`src/sv/nfc_type4_tag_apdu_responder_assert.svh`:
```
// assertion macros shared by the responder rtl
`ifndef NFC_TYPE4_TAG_APDU_RESPONDER_ASSERT_SVH
`define NFC_TYPE4_TAG_APDU_RESPONDER_ASSERT_SVH

// same-cycle implication under active-low reset
`define NFCT4_ASSERT_IMP(label, clk, rst_n, lhs, rhs) \
  label: assert property (@(posedge clk) disable iff (!rst_n) (lhs) |-> (rhs)) \
    else $error("nfct4 assertion failed");

// next-cycle implication under active-low reset
`define NFCT4_ASSERT_NXT(label, clk, rst_n, lhs, rhs) \
  label: assert property (@(posedge clk) disable iff (!rst_n) (lhs) |=> (rhs)) \
    else $error("nfct4 assertion failed");

`endif

```
`src/sv/nfct4_pkg.sv`:
```
`timescale 1ns / 1ps
package nfct4_pkg;

  typedef enum logic [1:0] {
    ST_IDLE,
    ST_EVAL,
    ST_FETCH,
    ST_PACK
  } st_t;

  typedef enum logic [1:0] {
    SEL_NONE = 2'd0,
    SEL_CC   = 2'd1,
    SEL_NDEF = 2'd2
  } sel_t;

  localparam logic [1:0] CMD_START = 2'd0;
  localparam logic [1:0] CMD_APDU  = 2'd1;
  localparam logic [1:0] CMD_HOST  = 2'd2;

  localparam logic REG_WRITE_ENABLE = 1'b0;
  localparam logic REG_MAX_LENGTH   = 1'b1;

  localparam logic [7:0] INS_SELECT = 8'hA4;
  localparam logic [7:0] INS_READ   = 8'hB0;
  localparam logic [7:0] INS_UPDATE = 8'hD6;

  localparam logic [7:0] P1_BY_ID   = 8'h00;
  localparam logic [7:0] P1_BY_NAME = 8'h04;
  localparam logic [7:0] P2_FIRST   = 8'h0C;

  localparam logic [7:0] FID_HI     = 8'hE1;
  localparam logic [7:0] FID_CC     = 8'h03;
  localparam logic [7:0] FID_NDEF   = 8'h04;

  localparam logic [15:0] SW_OK        = 16'h9000;
  localparam logic [15:0] SW_NOT_FOUND = 16'h6A82;
  localparam logic [15:0] SW_NOT_SUPP  = 16'h6A81;
  localparam logic [15:0] SW_MEM_FAIL  = 16'h6581;
  localparam logic [15:0] SW_EOF       = 16'h6282;

  // ndef application name bytes 3..11 of a select by name
  function automatic logic [7:0] app_name(input logic [3:0] k);
    logic [7:0] v;
    unique case (k)
      4'd0:    v = 8'h00;
      4'd1:    v = 8'h07;
      4'd2:    v = 8'hD2;
      4'd3:    v = 8'h76;
      4'd4:    v = 8'h00;
      4'd5:    v = 8'h00;
      4'd6:    v = 8'h85;
      4'd7:    v = 8'h01;
      4'd8:    v = 8'h01;
      default: v = 8'h00;
    endcase
    return v;
  endfunction

  // capability container contents
  function automatic logic [7:0] cc_byte(input logic [8:0] idx, input logic [7:0] mfl,
                                         input logic we);
    logic [7:0] v;
    unique case (idx)
      9'd1:    v = 8'h0F;
      9'd2:    v = 8'h20;
      9'd4:    v = 8'h54;
      9'd6:    v = 8'hFF;
      9'd7:    v = 8'h04;
      9'd8:    v = 8'h06;
      9'd9:    v = 8'hE1;
      9'd10:   v = 8'h04;
      9'd12:   v = mfl;
      9'd14:   v = we ? 8'h00 : 8'hFF;
      default: v = 8'h00;
    endcase
    return v;
  endfunction

endpackage

```
`src/sv/nfct4_if.sv`:
```
`timescale 1ns / 1ps
interface nfct4_in_if;
  logic       valid;
  logic       ready;
  logic [1:0] command;
  logic [7:0] data_byte;
  logic [6:0] store_address;
  logic       apdu_end;
  modport source (output valid, command, data_byte, store_address, apdu_end, input ready);
  modport sink (input valid, command, data_byte, store_address, apdu_end, output ready);
endinterface

interface nfct4_out_if;
  logic        valid;
  logic        ready;
  logic [31:0] response_word;
  logic [2:0]  byte_count;
  logic        last_word;
  logic        file_updated;
  logic [15:0] file_length;
  logic        written_by_reader;
  modport source (output valid, response_word, byte_count, last_word, file_updated,
                  file_length, written_by_reader, input ready);
  modport sink (input valid, response_word, byte_count, last_word, file_updated,
                file_length, written_by_reader, output ready);
endinterface

```
`src/sv/nfc_type4_tag_apdu_responder.sv`:
```
`timescale 1ns / 1ps
// channel   | dir | word contents
// in_ch     | in  | command, data_byte, store_address, apdu_end
// out_ch    | out | response_word, byte_count, last_word, file_updated, file_length,
//           |     | written_by_reader
// cfg_*     | in  | apb register port, write_enable at 0x0, max_file_length at 0x4
//
// one input word per cycle while idle; the final apdu byte leads into an evaluation state
// a response then steps through a store read and a pack for each byte, and the pack waits on
// output stalls; this order is set by the single read port of the store memory
// after reset the store is cleared one entry per cycle, all STORE_BYTES entries, input held off
// the last response word may wait in the output register while new input is taken
`include "nfc_type4_tag_apdu_responder_assert.svh"

module nfc_type4_tag_apdu_responder #(
  parameter int STORE_BYTES = 128,
  parameter int FRAME_BYTES = 128
) (
  input  logic              clk,
  input  logic              rst_n,
  nfct4_in_if.sink          in_ch,
  nfct4_out_if.source       out_ch,
  input  logic              cfg_psel,
  input  logic              cfg_penable,
  input  logic              cfg_pwrite,
  input  logic [2:0]        cfg_paddr,
  input  logic [31:0]       cfg_pwdata,
  output logic [31:0]       cfg_prdata,
  output logic              cfg_pready
);

  localparam int SA_W = $clog2(STORE_BYTES);
  localparam logic [16:0] STORE_LIM = 17'(STORE_BYTES);
  localparam logic [8:0] READ_MAX = 9'(FRAME_BYTES - 2);

  // configuration registers
  logic       we_r;
  logic [7:0] mfl_r;
  logic       cfg_wr;

  assign cfg_pready = 1'b1;
  assign cfg_wr = cfg_psel & cfg_penable & cfg_pwrite;

  always_ff @(posedge clk) begin
    if (!rst_n) begin
      we_r  <= 1'b1;
      mfl_r <= 8'd128;
    end else if (cfg_wr) begin
      unique case (cfg_paddr[2])
        nfct4_pkg::REG_WRITE_ENABLE: we_r  <= cfg_pwdata[0];
        nfct4_pkg::REG_MAX_LENGTH:   mfl_r <= cfg_pwdata[7:0];
        default: ;
      endcase
    end
  end

  always_comb begin
    unique case (cfg_paddr[2])
      nfct4_pkg::REG_WRITE_ENABLE: cfg_prdata = {31'd0, we_r};
      nfct4_pkg::REG_MAX_LENGTH:   cfg_prdata = {24'd0, mfl_r};
      default:                     cfg_prdata = 32'd0;
    endcase
  end

  // file store memory, one write and one registered read port
  logic [7:0]      mem [STORE_BYTES];
  logic            mem_we;
  logic [SA_W-1:0] mem_wa;
  logic [7:0]      mem_wd;
  logic            mem_re;
  logic [SA_W-1:0] mem_ra;
  logic [7:0]      mem_rd_r;

  always_ff @(posedge clk) begin
    if (mem_we) mem[mem_wa] <= mem_wd;
    if (mem_re) mem_rd_r <= mem[mem_ra];
  end

  // clearing pass after reset
  logic            clr_busy_r;
  logic [SA_W-1:0] clr_addr_r;

  always_ff @(posedge clk) begin
    if (!rst_n) begin
      clr_busy_r <= 1'b1;
      clr_addr_r <= '0;
    end else if (clr_busy_r) begin
      clr_addr_r <= clr_addr_r + 1'b1;
      if (clr_addr_r == SA_W'(STORE_BYTES - 1)) clr_busy_r <= 1'b0;
    end
  end

  // control and apdu collection state
  nfct4_pkg::st_t  st_r, st_nxt;
  nfct4_pkg::sel_t sel_r, sel_nxt;
  logic            rw_r, rw_nxt;
  logic [7:0]      hdr_r [5];
  logic [7:0]      pos_r;
  logic [7:0]      id_r [2];
  logic            nm_r;
  logic [7:0]      len_hi_r, len_lo_r;

  // response sequencing
  logic [8:0]  len_r, len_nxt;
  logic [7:0]  param_r;
  logic [15:0] sw_r, sw_nxt;
  logic        upd_r, upd_nxt;
  logic [15:0] resp_flen_r;
  logic        resp_rw_r;
  logic [8:0]  j_r;
  logic [31:0] acc_r;
  logic [2:0]  cnt_r;

  // output register
  logic        out_valid_r;
  logic [31:0] out_word_r;
  logic [2:0]  out_cnt_r;
  logic        out_last_r;
  logic        out_upd_r;
  logic [15:0] out_flen_r;
  logic        out_rw_r;

  logic        acc_in;
  logic [15:0] param_w;
  logic        upd_hit;
  logic [7:0]  upd_i;
  logic [16:0] upd_a;
  logic [16:0] rd_a;
  logic        rd_inrng;
  logic [7:0]  pk_byte;
  logic        pk_last;
  logic        pk_full;
  logic        can_emit;
  logic        emit;
  logic [31:0] acc_new;

  assign in_ch.ready = (st_r == nfct4_pkg::ST_IDLE) && !clr_busy_r;
  assign acc_in = in_ch.valid && in_ch.ready;
  assign param_w = {hdr_r[2], hdr_r[3]};

  // update binary writes each data byte as it arrives
  assign upd_i = pos_r - 8'd5;
  assign upd_a = 17'(param_w) + 17'(upd_i);
  assign upd_hit = (pos_r != 8'hFF) && (pos_r >= 8'd5) &&
                   (hdr_r[1] == nfct4_pkg::INS_UPDATE) && we_r &&
                   (upd_i < hdr_r[4]) && (param_w <= {8'd0, mfl_r}) && (upd_a < STORE_LIM);

  always_comb begin
    mem_we = 1'b0;
    mem_wa = '0;
    mem_wd = 8'd0;
    if (clr_busy_r) begin
      mem_we = 1'b1;
      mem_wa = clr_addr_r;
    end else if (acc_in && in_ch.command == nfct4_pkg::CMD_HOST &&
                 17'(in_ch.store_address) < STORE_LIM) begin
      mem_we = 1'b1;
      mem_wa = SA_W'(in_ch.store_address);
      mem_wd = in_ch.data_byte;
    end else if (acc_in && in_ch.command == nfct4_pkg::CMD_APDU && upd_hit) begin
      mem_we = 1'b1;
      mem_wa = upd_a[SA_W-1:0];
      mem_wd = in_ch.data_byte;
    end
  end

  // read address of the current response byte
  assign rd_a = 17'(param_r) + 17'(j_r);
  assign rd_inrng = rd_a < STORE_LIM;
  assign mem_re = (st_r == nfct4_pkg::ST_FETCH) && (j_r < len_r) &&
                  (sel_r == nfct4_pkg::SEL_NDEF) && rd_inrng;
  assign mem_ra = rd_a[SA_W-1:0];

  // byte being packed
  always_comb begin
    if (j_r < len_r) begin
      if (sel_r == nfct4_pkg::SEL_CC) pk_byte = nfct4_pkg::cc_byte(rd_a[8:0], mfl_r, we_r);
      else pk_byte = rd_inrng ? mem_rd_r : 8'd0;
    end else if (j_r == len_r) begin
      pk_byte = sw_r[15:8];
    end else begin
      pk_byte = sw_r[7:0];
    end
  end

  assign pk_last  = (j_r == len_r + 9'd1);
  assign pk_full  = (cnt_r == 3'd3) || pk_last;
  assign can_emit = !out_valid_r || out_ch.ready;
  assign emit     = (st_r == nfct4_pkg::ST_PACK) && pk_full && can_emit;
  assign acc_new  = acc_r | ({24'd0, pk_byte} << (5'd24 - {cnt_r[1:0], 3'd0}));

  // evaluation of a complete apdu
  always_comb begin
    sw_nxt  = nfct4_pkg::SW_NOT_SUPP;
    len_nxt = 9'd0;
    upd_nxt = 1'b0;
    sel_nxt = sel_r;
    rw_nxt  = rw_r;
    unique case (hdr_r[1])
      nfct4_pkg::INS_SELECT: begin
        if (hdr_r[2] == nfct4_pkg::P1_BY_ID) begin
          if (hdr_r[3] != nfct4_pkg::P2_FIRST) begin
            sw_nxt = nfct4_pkg::SW_OK;
          end else if (hdr_r[4] == 8'd2 && pos_r >= 8'd7 && id_r[0] == nfct4_pkg::FID_HI &&
                       (id_r[1] == nfct4_pkg::FID_CC || id_r[1] == nfct4_pkg::FID_NDEF)) begin
            sw_nxt  = nfct4_pkg::SW_OK;
            sel_nxt = (id_r[1] == nfct4_pkg::FID_CC) ? nfct4_pkg::SEL_CC : nfct4_pkg::SEL_NDEF;
          end else begin
            sw_nxt = nfct4_pkg::SW_NOT_FOUND;
          end
        end else if (hdr_r[2] == nfct4_pkg::P1_BY_NAME) begin
          if (nm_r && pos_r >= 8'd12) sw_nxt = nfct4_pkg::SW_OK;
        end
      end
      nfct4_pkg::INS_READ: begin
        if (sel_r != nfct4_pkg::SEL_CC && sel_r != nfct4_pkg::SEL_NDEF) begin
          sw_nxt = nfct4_pkg::SW_NOT_FOUND;
        end else if (param_w > {8'd0, mfl_r}) begin
          sw_nxt = nfct4_pkg::SW_EOF;
        end else begin
          len_nxt = (9'(hdr_r[4]) > READ_MAX) ? READ_MAX : 9'(hdr_r[4]);
          sw_nxt  = nfct4_pkg::SW_OK;
        end
      end
      nfct4_pkg::INS_UPDATE: begin
        if (!we_r) begin
          sw_nxt = nfct4_pkg::SW_NOT_SUPP;
        end else if (param_w > {8'd0, mfl_r}) begin
          sw_nxt = nfct4_pkg::SW_MEM_FAIL;
        end else begin
          sw_nxt  = nfct4_pkg::SW_OK;
          rw_nxt  = 1'b1;
          upd_nxt = ({len_hi_r, len_lo_r} != 16'd0);
        end
      end
      default: ;
    endcase
  end

  // next state
  always_comb begin
    st_nxt = st_r;
    unique case (st_r)
      nfct4_pkg::ST_IDLE:
        if (acc_in && in_ch.command == nfct4_pkg::CMD_APDU && in_ch.apdu_end)
          st_nxt = nfct4_pkg::ST_EVAL;
      nfct4_pkg::ST_EVAL:  st_nxt = nfct4_pkg::ST_FETCH;
      nfct4_pkg::ST_FETCH: st_nxt = nfct4_pkg::ST_PACK;
      nfct4_pkg::ST_PACK:
        if (!pk_full || can_emit) st_nxt = pk_last ? nfct4_pkg::ST_IDLE : nfct4_pkg::ST_FETCH;
      default: st_nxt = nfct4_pkg::ST_IDLE;
    endcase
  end

  always_ff @(posedge clk) begin
    if (!rst_n) st_r <= nfct4_pkg::ST_IDLE;
    else st_r <= st_nxt;
  end

  // session, collection and response registers
  always_ff @(posedge clk) begin
    if (!rst_n) begin
      sel_r    <= nfct4_pkg::SEL_NONE;
      rw_r     <= 1'b0;
      pos_r    <= 8'd0;
      nm_r     <= 1'b1;
      hdr_r    <= '{default: 8'd0};
      id_r     <= '{default: 8'd0};
      len_hi_r <= 8'd0;
      len_lo_r <= 8'd0;
      j_r      <= 9'd0;
      cnt_r    <= 3'd0;
      acc_r    <= 32'd0;
    end else begin
      if (mem_we && mem_wa == SA_W'(0)) len_hi_r <= mem_wd;
      if (mem_we && mem_wa == SA_W'(1)) len_lo_r <= mem_wd;

      if (acc_in && in_ch.command == nfct4_pkg::CMD_START) begin
        sel_r <= nfct4_pkg::SEL_NONE;
        rw_r  <= 1'b0;
        pos_r <= 8'd0;
        nm_r  <= 1'b1;
        hdr_r <= '{default: 8'd0};
        id_r  <= '{default: 8'd0};
      end else if (acc_in && in_ch.command == nfct4_pkg::CMD_APDU && pos_r != 8'hFF) begin
        if (pos_r < 8'd5) hdr_r[pos_r[2:0]] <= in_ch.data_byte;
        if (pos_r == 8'd5) id_r[0] <= in_ch.data_byte;
        if (pos_r == 8'd6) id_r[1] <= in_ch.data_byte;
        if (pos_r >= 8'd3 && pos_r <= 8'd11 &&
            in_ch.data_byte != nfct4_pkg::app_name(4'(pos_r - 8'd3)))
          nm_r <= 1'b0;
        pos_r <= pos_r + 8'd1;
      end

      if (st_r == nfct4_pkg::ST_EVAL) begin
        sel_r   <= sel_nxt;
        rw_r    <= rw_nxt;
        pos_r   <= 8'd0;
        nm_r    <= 1'b1;
        hdr_r   <= '{default: 8'd0};
        id_r    <= '{default: 8'd0};
        j_r     <= 9'd0;
        cnt_r   <= 3'd0;
        acc_r   <= 32'd0;
      end

      if (st_r == nfct4_pkg::ST_PACK && (!pk_full || can_emit)) begin
        j_r <= j_r + 9'd1;
        if (pk_full) begin
          cnt_r <= 3'd0;
          acc_r <= 32'd0;
        end else begin
          cnt_r <= cnt_r + 3'd1;
          acc_r <= acc_new;
        end
      end
    end
  end

  // response parameters latched at evaluation
  always_ff @(posedge clk) begin
    if (st_r == nfct4_pkg::ST_EVAL) begin
      len_r       <= len_nxt;
      param_r     <= hdr_r[3];
      sw_r        <= sw_nxt;
      upd_r       <= upd_nxt;
      resp_flen_r <= {len_hi_r, len_lo_r};
      resp_rw_r   <= rw_nxt;
    end
  end

  // output register
  always_ff @(posedge clk) begin
    if (!rst_n) begin
      out_valid_r <= 1'b0;
    end else if (emit) begin
      out_valid_r <= 1'b1;
    end else if (out_ch.ready) begin
      out_valid_r <= 1'b0;
    end
  end

  // whole word captured at emit so a waiting word stays put
  always_ff @(posedge clk) begin
    if (emit) begin
      out_word_r <= acc_new;
      out_cnt_r  <= cnt_r + 3'd1;
      out_last_r <= pk_last;
      out_upd_r  <= upd_r;
      out_flen_r <= resp_flen_r;
      out_rw_r   <= resp_rw_r;
    end
  end

  assign out_ch.valid             = out_valid_r;
  assign out_ch.response_word     = out_word_r;
  assign out_ch.byte_count        = out_cnt_r;
  assign out_ch.last_word         = out_last_r;
  assign out_ch.file_updated      = out_upd_r;
  assign out_ch.file_length       = out_flen_r;
  assign out_ch.written_by_reader = out_rw_r;

  // a pending word is never overwritten
  `NFCT4_ASSERT_IMP(a_no_overwrite, clk, rst_n, emit && out_valid_r, out_ch.ready)
  // the status word closes the response and frees the input side
  `NFCT4_ASSERT_NXT(a_last_idle, clk, rst_n, emit && pk_last, st_r == nfct4_pkg::ST_IDLE)
  // no input is taken while the store is being cleared
  `NFCT4_ASSERT_IMP(a_clr_block, clk, rst_n, clr_busy_r, !in_ch.ready)
  // a shown word always carries one to four bytes
  `NFCT4_ASSERT_IMP(a_cnt_range, clk, rst_n, out_valid_r,
                    out_cnt_r != 3'd0 && out_cnt_r <= 3'd4)

endmodule
```
`src/flat_wrapper.sv`:
```
// flat-port wrapper written by rule: the top's interface ports become plain ports
module nfc_type4_tag_apdu_responder_flat 
#(
  parameter int STORE_BYTES = 128,
  parameter int FRAME_BYTES = 128
)
  (clk, rst_n, cfg_psel, cfg_penable, cfg_pwrite, cfg_paddr, cfg_pwdata, cfg_prdata, cfg_pready, in_ch_valid, in_ch_command, in_ch_data_byte, in_ch_store_address, in_ch_apdu_end, in_ch_ready, out_ch_valid, out_ch_response_word, out_ch_byte_count, out_ch_last_word, out_ch_file_updated, out_ch_file_length, out_ch_written_by_reader, out_ch_ready);
  nfct4_in_if in_ch_i ();
  nfct4_out_if out_ch_i ();
  input  logic clk;
  input  logic rst_n;
  input  logic cfg_psel;
  input  logic cfg_penable;
  input  logic cfg_pwrite;
  input  logic [2:0] cfg_paddr;
  input  logic [31:0] cfg_pwdata;
  output logic [31:0] cfg_prdata;
  output logic cfg_pready;
  input wire logic [$bits(in_ch_i.valid)-1:0] in_ch_valid;
  input wire logic [$bits(in_ch_i.command)-1:0] in_ch_command;
  input wire logic [$bits(in_ch_i.data_byte)-1:0] in_ch_data_byte;
  input wire logic [$bits(in_ch_i.store_address)-1:0] in_ch_store_address;
  input wire logic [$bits(in_ch_i.apdu_end)-1:0] in_ch_apdu_end;
  output wire logic [$bits(in_ch_i.ready)-1:0] in_ch_ready;
  output wire logic [$bits(out_ch_i.valid)-1:0] out_ch_valid;
  output wire logic [$bits(out_ch_i.response_word)-1:0] out_ch_response_word;
  output wire logic [$bits(out_ch_i.byte_count)-1:0] out_ch_byte_count;
  output wire logic [$bits(out_ch_i.last_word)-1:0] out_ch_last_word;
  output wire logic [$bits(out_ch_i.file_updated)-1:0] out_ch_file_updated;
  output wire logic [$bits(out_ch_i.file_length)-1:0] out_ch_file_length;
  output wire logic [$bits(out_ch_i.written_by_reader)-1:0] out_ch_written_by_reader;
  input wire logic [$bits(out_ch_i.ready)-1:0] out_ch_ready;
  assign in_ch_i.valid = in_ch_valid;
  assign in_ch_i.command = in_ch_command;
  assign in_ch_i.data_byte = in_ch_data_byte;
  assign in_ch_i.store_address = in_ch_store_address;
  assign in_ch_i.apdu_end = in_ch_apdu_end;
  assign in_ch_ready = in_ch_i.ready;
  assign out_ch_valid = out_ch_i.valid;
  assign out_ch_response_word = out_ch_i.response_word;
  assign out_ch_byte_count = out_ch_i.byte_count;
  assign out_ch_last_word = out_ch_i.last_word;
  assign out_ch_file_updated = out_ch_i.file_updated;
  assign out_ch_file_length = out_ch_i.file_length;
  assign out_ch_written_by_reader = out_ch_i.written_by_reader;
  assign out_ch_i.ready = out_ch_ready;
  nfc_type4_tag_apdu_responder #(.STORE_BYTES(STORE_BYTES), .FRAME_BYTES(FRAME_BYTES)) u_core (.clk(clk), .rst_n(rst_n), .in_ch(in_ch_i), .out_ch(out_ch_i), .cfg_psel(cfg_psel), .cfg_penable(cfg_penable), .cfg_pwrite(cfg_pwrite), .cfg_paddr(cfg_paddr), .cfg_pwdata(cfg_pwdata), .cfg_prdata(cfg_prdata), .cfg_pready(cfg_pready));
endmodule
```
`config.mk`:
```
export PLATFORM = sky130hd
export DESIGN_NAME = nfc_type4_tag_apdu_responder_flat
export DESIGN_NICKNAME = d
export VERILOG_FILES = /design/src/sv/nfct4_pkg.sv /design/src/sv/nfct4_if.sv /design/src/sv/nfc_type4_tag_apdu_responder.sv /design/src/flat_wrapper.sv
export VERILOG_INCLUDE_DIRS = /design/src /design/src/sv
export SDC_FILE = /design/constraint.sdc
export NUM_CORES = 2
export LEC_CHECK = 0
export BUFFER_PORTS_ARGS = -buffer_cell sky130_fd_sc_hd__buf_2
export CAP_MARGIN = 20
export CORE_ASPECT_RATIO = 0.75
export CORE_UTILIZATION = 30
export CTS_BUF_LIST = sky130_fd_sc_hd__clkbuf_2
export DETAILED_ROUTE_END_ITERATION = 6
export GPL_TIMING_DRIVEN = 0
export HOLD_SLACK_MARGIN = 0.15
export PLACE_DENSITY_LB_ADDON = 0.1
export SLEW_MARGIN = 40
export SYNTH_ARGS = -nofsm -noshare
export SYNTH_HDL_FRONTEND = slang
export SYNTH_SLANG_ARGS = --single-unit
```
`constraint.sdc`:
```
create_clock -name clk -period 6 [get_ports clk]
set_input_delay 1.2 -clock clk [delete_from_list [all_inputs] [get_ports clk]]
set_output_delay 1.2 -clock clk [all_outputs]
set_load 0.01 [all_outputs]
```
# ---- Word-level counts from Yosys, hierarchy flattened
# Memory sizes are Yosys's and may differ from the RTL's. A register that Yosys moved wholly into a read port is not among the register bits.
# Index checks and enable logic that the tools add are counted.
dict set report op_classes {
  addsub 10
  n_lt_le_gt_ge 15
  eq_ne 43
  n_shift 1
  muxes 63
  bitwise_logic 9
  reduce_logical 58
}
# op count
set ops {}
lappend ops {{$mux 16} 9}
lappend ops {{$mux 32} 3}
lappend ops {{$mux 8} 12}
lappend ops {{$pmux 8 s9} 1}
lappend ops {{$pmux 32 s2} 1}
lappend ops {{$pmux 16 s3} 1}
lappend ops {{$eq 9x4->1 const B} 5}
lappend ops {{$bwmux 40} 1}
lappend ops {{$lt 17x8->1 const B} 2}
lappend ops {{$eq 8x3->1 const B} 4}
lappend ops {{$eq 8x8->1 const B} 4}
lappend ops {{$or 32x32->32} 1}
lappend ops {{$shl 8x5->32} 1}
lappend ops {{$logic_and 1x1->1} 30}
lappend ops {{$mux 7} 4}
lappend ops {{$eq 9x3->1 const B} 3}
lappend ops {{$demux 8 s3} 1}
lappend ops {{$mux 2} 10}
lappend ops {{$add 9x1->9 const B} 2}
lappend ops {{$eq 9x9->1} 2}
lappend ops {{$mux 9} 2}
lappend ops {{$add 16x8->17} 1}
lappend ops {{$eq 8x2->1 const B} 2}
lappend ops {{$ge 8x3->1 const B} 2}
lappend ops {{other kinds (48)} 95}
dict set report word_totals {
  regBits 253
  ram_bits 1024
  rom_bits 112
  in_bits 60
  out_inout_bits 89
  elab_cells 236
  memories 2
}
# memory depth width rd rd_ports_with_merged_regs write_ports line_no
set memory_table {}
lappend memory_table {u_core.mem 128 8 1 1 1 nfc_type4_tag_apdu_responder.sv:66} ;# logic [7:0] mem [STORE_BYTES];
lappend memory_table {{(name not given)} 16 7 1 0 0 nfct4_pkg.sv:45} ;# unique case (k)

# ---- Depth between registers and ports, before layout
dict set report logic_depth {
  word_depth 13
  ltp_mapped 18
  mapped_depth_nobuf 14
}

# ---- Worst setup path before layout
# No wires, ideal clock.
dict set report synth_path {
  path_type {reg-to-reg}
  start {register u_core.pos_r[0]}
  end {memory u_core.mem[0][0], data pin}
  setup_time_ns 0.539
  arrival_time_ns 4.793
  required_time_ns 5.461
  setup_slack_ns 0.669
  stages_incl_launch_ff 13
  n_path_buf 2
  synth_period_minus_slack_ns 5.331
  path_cell_list {dfxtp_1 clkbuf_1 clkinv_1 ha_1 inv_1 fa_1 a211oi_1 o21ai_1 a31o_2 xor2_1 o31ai_1 buf_2 and2_1}
}
dict set report synth_via {
  elab_cells_between_ends 16
  cone_classes {add/sub: 2; order compare: 3; eq/ne: 1; mux: 3; reduce/logical: 7}
}
# item line_no
set synth_lines {}
lappend synth_lines {{from (decl)} nfc_type4_tag_apdu_responder.sv:98} ;# logic [7:0] pos_r;
lappend synth_lines {{from (signal assigned)} nfc_type4_tag_apdu_responder.sv:292} ;# pos_r <= pos_r + 8'd1;
lappend synth_lines {{$sub 8x3->8 *} nfc_type4_tag_apdu_responder.sv:142} ;# assign upd_i = pos_r - 8'd5;
lappend synth_lines {{named net u_core.upd_i[0]} nfc_type4_tag_apdu_responder.sv:126} ;# logic [7:0] upd_i;
lappend synth_lines {{branches (longest 3 deep; another with $add 16x8->17)} --}
lappend synth_lines {{$logic_and 1x1->1 *} nfc_type4_tag_apdu_responder.sv:146} ;# (upd_i < hdr_r[4]) && (param_w <= {8'd0, mfl_r}) && (upd_a < STORE_LIM);
lappend synth_lines {{$logic_and 1x1->1 *} nfc_type4_tag_apdu_responder.sv:160} ;# end else if (acc_in && in_ch.command == nfct4_pkg::CMD_APDU && upd_hit) begin
lappend synth_lines {{$mux 8 *} nfc_type4_tag_apdu_responder.sv:160}
lappend synth_lines {{$mux 8 *} nfc_type4_tag_apdu_responder.sv:155} ;# end else if (acc_in && in_ch.command == nfct4_pkg::CMD_HOST &&
lappend synth_lines {{$mux 8 *} nfc_type4_tag_apdu_responder.sv:152} ;# if (clr_busy_r) begin
lappend synth_lines {{named net u_core.mem_wd[0]} nfc_type4_tag_apdu_responder.sv:69} ;# logic [7:0] mem_wd;
lappend synth_lines {{to (decl)} nfc_type4_tag_apdu_responder.sv:66}
# Mark *: on every way through the listed nets, which the timed path passes.

# ---- Final worst setup path
dict set report layout_path {
  start {register u_core.pos_r[1]}
  end {memory u_core.mem[116][5], enable pin}
}
dict set report layout_via {
  elab_chain_cells 13
  elab_cells_between_ends 21
  cone_classes {add/sub: 2; order compare: 3; eq/ne: 1; mux: 8; reduce/logical: 7}
}
# item
set layout_lines {}
lappend layout_lines {{branches (longest 13 deep; another with $add 16x8->17)}}
# Parallel ways; which one is timed is not known.

==> run summary <==
sequential area share after synthesis = 70.7%
CTS tree = yes
Setup Crit Path Kind = reg -> reg
Worst Setup Start Kind = flip-flop
r2r setup slk = 0.27 ns
Max Fanout on Critical Path = 11
Rows = 131
largest family of logic cells by synthesized area = multiplexers
Clk pin slew, worst setup/hold paths = 0.10 ns
Final setup viols = 0
post-route setup TNS = 0 ns
VDD IR-drop max = 200 uV
largest net degree at the start of global routing = 54
area grow syn2layout = 16.3%
post-synthesis mux area share = 15.8%
Buffers on Ports = 89
Die X = 482 microns
Pwr Density = 257 mW/mm^2
worst-skew pair later-pin latency = 1.77 ns
hold depth = 5
die area = 0.175 sq mm
FMAX = 0.174 GHz
CTS Buffer Depth = 4
antenna violations before repair = 15
max capacitance violation total = 0
initial DRC count = 2791
static leakage = 19.7 nW
wirelength, routed = 163000 microns
status = finished, final reports clean
CTS root buf = clkbuf_2
post-synthesis cell area = 0.0519 sq mm
final period utilization = 95.5%
Min-Delay Endpoint = u_core.mem[72][5]$_DFFE_PP_
# DRC = 0
Slew @ Worst Pin = 1.20 ns
first-pass GRT wire length = 230000 microns
Starting Density = 30.4%
Worst Path Arrival = 7.05 ns
remaining antenna violation count after routing = 0
Worst Path Required = 7.32 ns
drt wl/cell = 27.6 microns
Syn Area/Cell = 18.2 sq um
Synth Area in XOR/XNOR = 0.642%
clk sinks = 1267
global route overflow = 0
Tot Pwr = 0.0155 W
fraction of final layout cells sized beyond drive strength 1 = 35.0%
Post-Synth Simple-Gate Area = 5.53%
vias in the first global route = 30900
Die H = 362 microns
Synth Area in Compound Gates = 4.11%
fin crit period = 5.73 ns
adder-cell share of the synthesized area = 1.43%
Hold Path Origin = in_ch_store_address[2]
Post-synth top flop = edfxtp_1
max-slew violations = 0
number of I/O pins = 149
fin nets = 3510
Vias = 30200
vias per cell = 5.12
Post-synth ARST share = 0%
Reg2Reg Launch Point = u_core.pos_r[1]$_SDFFE_PP0P_
CP Capture Type = flip-flop
Hold Fails Final Rpt = 0
Synth cell types = 88
DP Wirelength = 115000 microns
Fill cells = 16300
Worst R2R Path Depth = 16
H-tree depth = 5
DR pass1 iterations = 5
core box area = 0.171 sq mm
number of synthesized flops with an enable pin = 1127
Final Skew = 0.214 ns
Num CTS Buffers = 334
Yosys reg bits = 1267
Slew headroom = 20.3%
Synth Instances = 2847
Total GRT Usage = 18.7%
unrepaired setup endpoints after global routing = no
FF-to-FF End = u_core.mem[116][5]$_DFFE_PP_
worst min-delay path category = in -> reg
routability congestion estimate from global placement = 0.827
yosys warns = 0
## registers in the layout, indices dropped and copies added, names as in the netlist, 8 cells and up
register,flops
u_core.len_r,8
u_core.len_lo_r,8
u_core.hdr_r,32
u_core.out_ch.response_word,32
u_core.resp_flen_r,16
u_core.param_r,8
u_core.mem,1024
u_core.pos_r,8
u_core.id_r,16
u_core.j_r,9
u_core.mem_rd_r,8
u_core.acc_r,32
u_core.len_hi_r,8
u_core.out_ch.file_length,16
u_core.mfl_r,8
## cell usage in the layout, fill, tap and decap left out, types with 19 or more instances in the layout
master and n:
a21o_1 29, mux4_2 336, nor3_2 24, edfxtp_1 1127, conb_1 26, clkinv_1 77, buf_12 25, dfxtp_1 140
a21boi_0 20, mux2i_1 53, buf_4 37, a21oi_1 53, nor3_1 21, clkbuf_2 514, nand3_1 44, nor2_1 86
clkbuf_1 52, nand2_1 125, nor2_2 29, ha_1 56, dlygate4sd3_1 51, inv_1 45, buf_2 117, a22o_1 21
o21ai_0 46, and2_1 19, nor2_4 68
## area by class of cell
cell class	instances	area, sq um	share of cell area (%)
clock inverters	95	399	0.661
multi-input cells	1391	15400	25.5
well taps	2261	2830	4.69
flip-flops and latches	1267	36600	60.7
diodes	13	32.5	0.0539
repair buffers	186	1660	2.75
clock buffers	467	2340	3.87
inverters	48	185	0.307
plain buffers	164	872	1.45
## worst max-delay path by stage
stage,start,endpoint,slack [ns]
after CTS,u_core.pos_r[0]$_SDFFE_PP0P_,u_core.mem[50][7]$_DFFE_PP_,-0.1
after detailed placement,u_core.pos_r[0]$_SDFFE_PP0P_,u_core.mem[94][1]$_DFFE_PP_,-1.34
after global placement,u_core.pos_r[0]$_SDFFE_PP0P_,u_core.mem[88][3]$_DFFE_PP_,-3.77
after floorplan,u_core.pos_r[0]$_SDFFE_PP0P_,u_core.mem[0][0]$_DFFE_PP_,0.67
after global routing,u_core.pos_r[1]$_SDFFE_PP0P_,u_core.mem[116][5]$_DFFE_PP_,0.006
final,u_core.pos_r[1]$_SDFFE_PP0P_,u_core.mem[116][5]$_DFFE_PP_,0.27
## where the power goes
part | internal [W] | switching, W | total [W]
clock network | 0.00212 | 0.00362 | 0.00574
registers | 0.00947 | 0.0000102 | 0.00948
logic | 0.0000798 | 0.000189 | 0.000269
## worst max-delay path, cell delays in order (launching register included)
cell,delay [ns]
dfxtp_1,0.64
inv_1,0.26
ha_1,0.32
inv_1,0.07
a21oi_1,0.07
xor2_1,0.34
ha_1,0.36
and3_1,0.18
o2bb2ai_2,0.14
o41ai_4,0.23
xnor2_1,0.27
or4_1,0.57
buf_2,0.22
o21ai_4,0.35
nand3_4,0.33
clkbuf_4,0.44
nor2_2,0.51
## cells by family (layout without fill, tap and decap cells)
| family | count (synthesis) | count (layout) |
|---|---|---|
| and+or+nand+nor | 571 | 571 |
| AOI/OAI and AO/OA | 300 | 300 |
| buffers and inverters | 213 | 960 |
| adders and majority gates | 58 | 58 |
| other | 2 | 39 |
| muxes | 398 | 398 |
| xor gates and xnor gates | 38 | 38 |
| DFF | 1267 | 1267 |
## per-layer routing
metal / track usage [%] / part of all wire (%) / vias up
met5: 0 / 0 / -
met4: 5.19 / 1.9 / 0
met3: 3.61 / 6.0 / 267
met2: 26.6 / 43 / 1025
met1: 28.7 / 49 / 16100
li1: - / - / 12800
## repair_timing
action	4_1_cts	5_1_grt
hold buffers	51	0
pin swaps	0	3
gates resized for setup	88	55
endpoints found under the hold margin	168	0
setup endpoints to repair	1022	896
buffers inserted	2	1
## synthesized netlist by cell type (13+ instances only)
cell type  number  area share (%)
nand2b_1       18            0.22
mux2i_1        53             1.0
xor2_1         18            0.30
a21oi_1        56            0.54
nand2_1       126            0.91
a21o_1         29            0.42
buf_1          20            0.14
clkbuf_1      105            0.76
dfxtp_1       140             5.4
nor2b_1        18            0.22
mux4_2        336              15
a22o_1         21            0.35
a211oi_1       13            0.19
edfxtp_1     1127              65
inv_1          46            0.33
nor4_1         14            0.17
o21bai_1       16            0.23
ha_1           56             1.4
nor2_1        171             1.2
nand4_1        17            0.21
buf_4          25            0.36
o21ai_0        48            0.46
and2_1         27            0.33
a21boi_0       20            0.29
nor3_1         54            0.52
nand3_1        51            0.49
xnor2_1        20            0.34
## through the flow
| stage | hold WS, ns | util [%] | area [sq um] | std cells | setup slack, ns |
|---|---|---|---|---|---|
| floorplan | 0.400 | - | 52000 | 2871 | 0.669 |
| global placement | 0.409 | 32.3 | 55200 | 5221 | -3.77 |
| detailed placement | 0.408 | 33.0 | 56400 | 5264 | -1.34 |
| CTS | 0.188 | 35.1 | 60000 | 5879 | -0.0974 |
| global route | 0.182 | 35.3 | 60300 | 5890 | 0.00567 |
| finish | 0.422 | 35.3 | 60300 | 5892 | 0.268 |
Note: power is estimated with default switching activity, not from simulation.
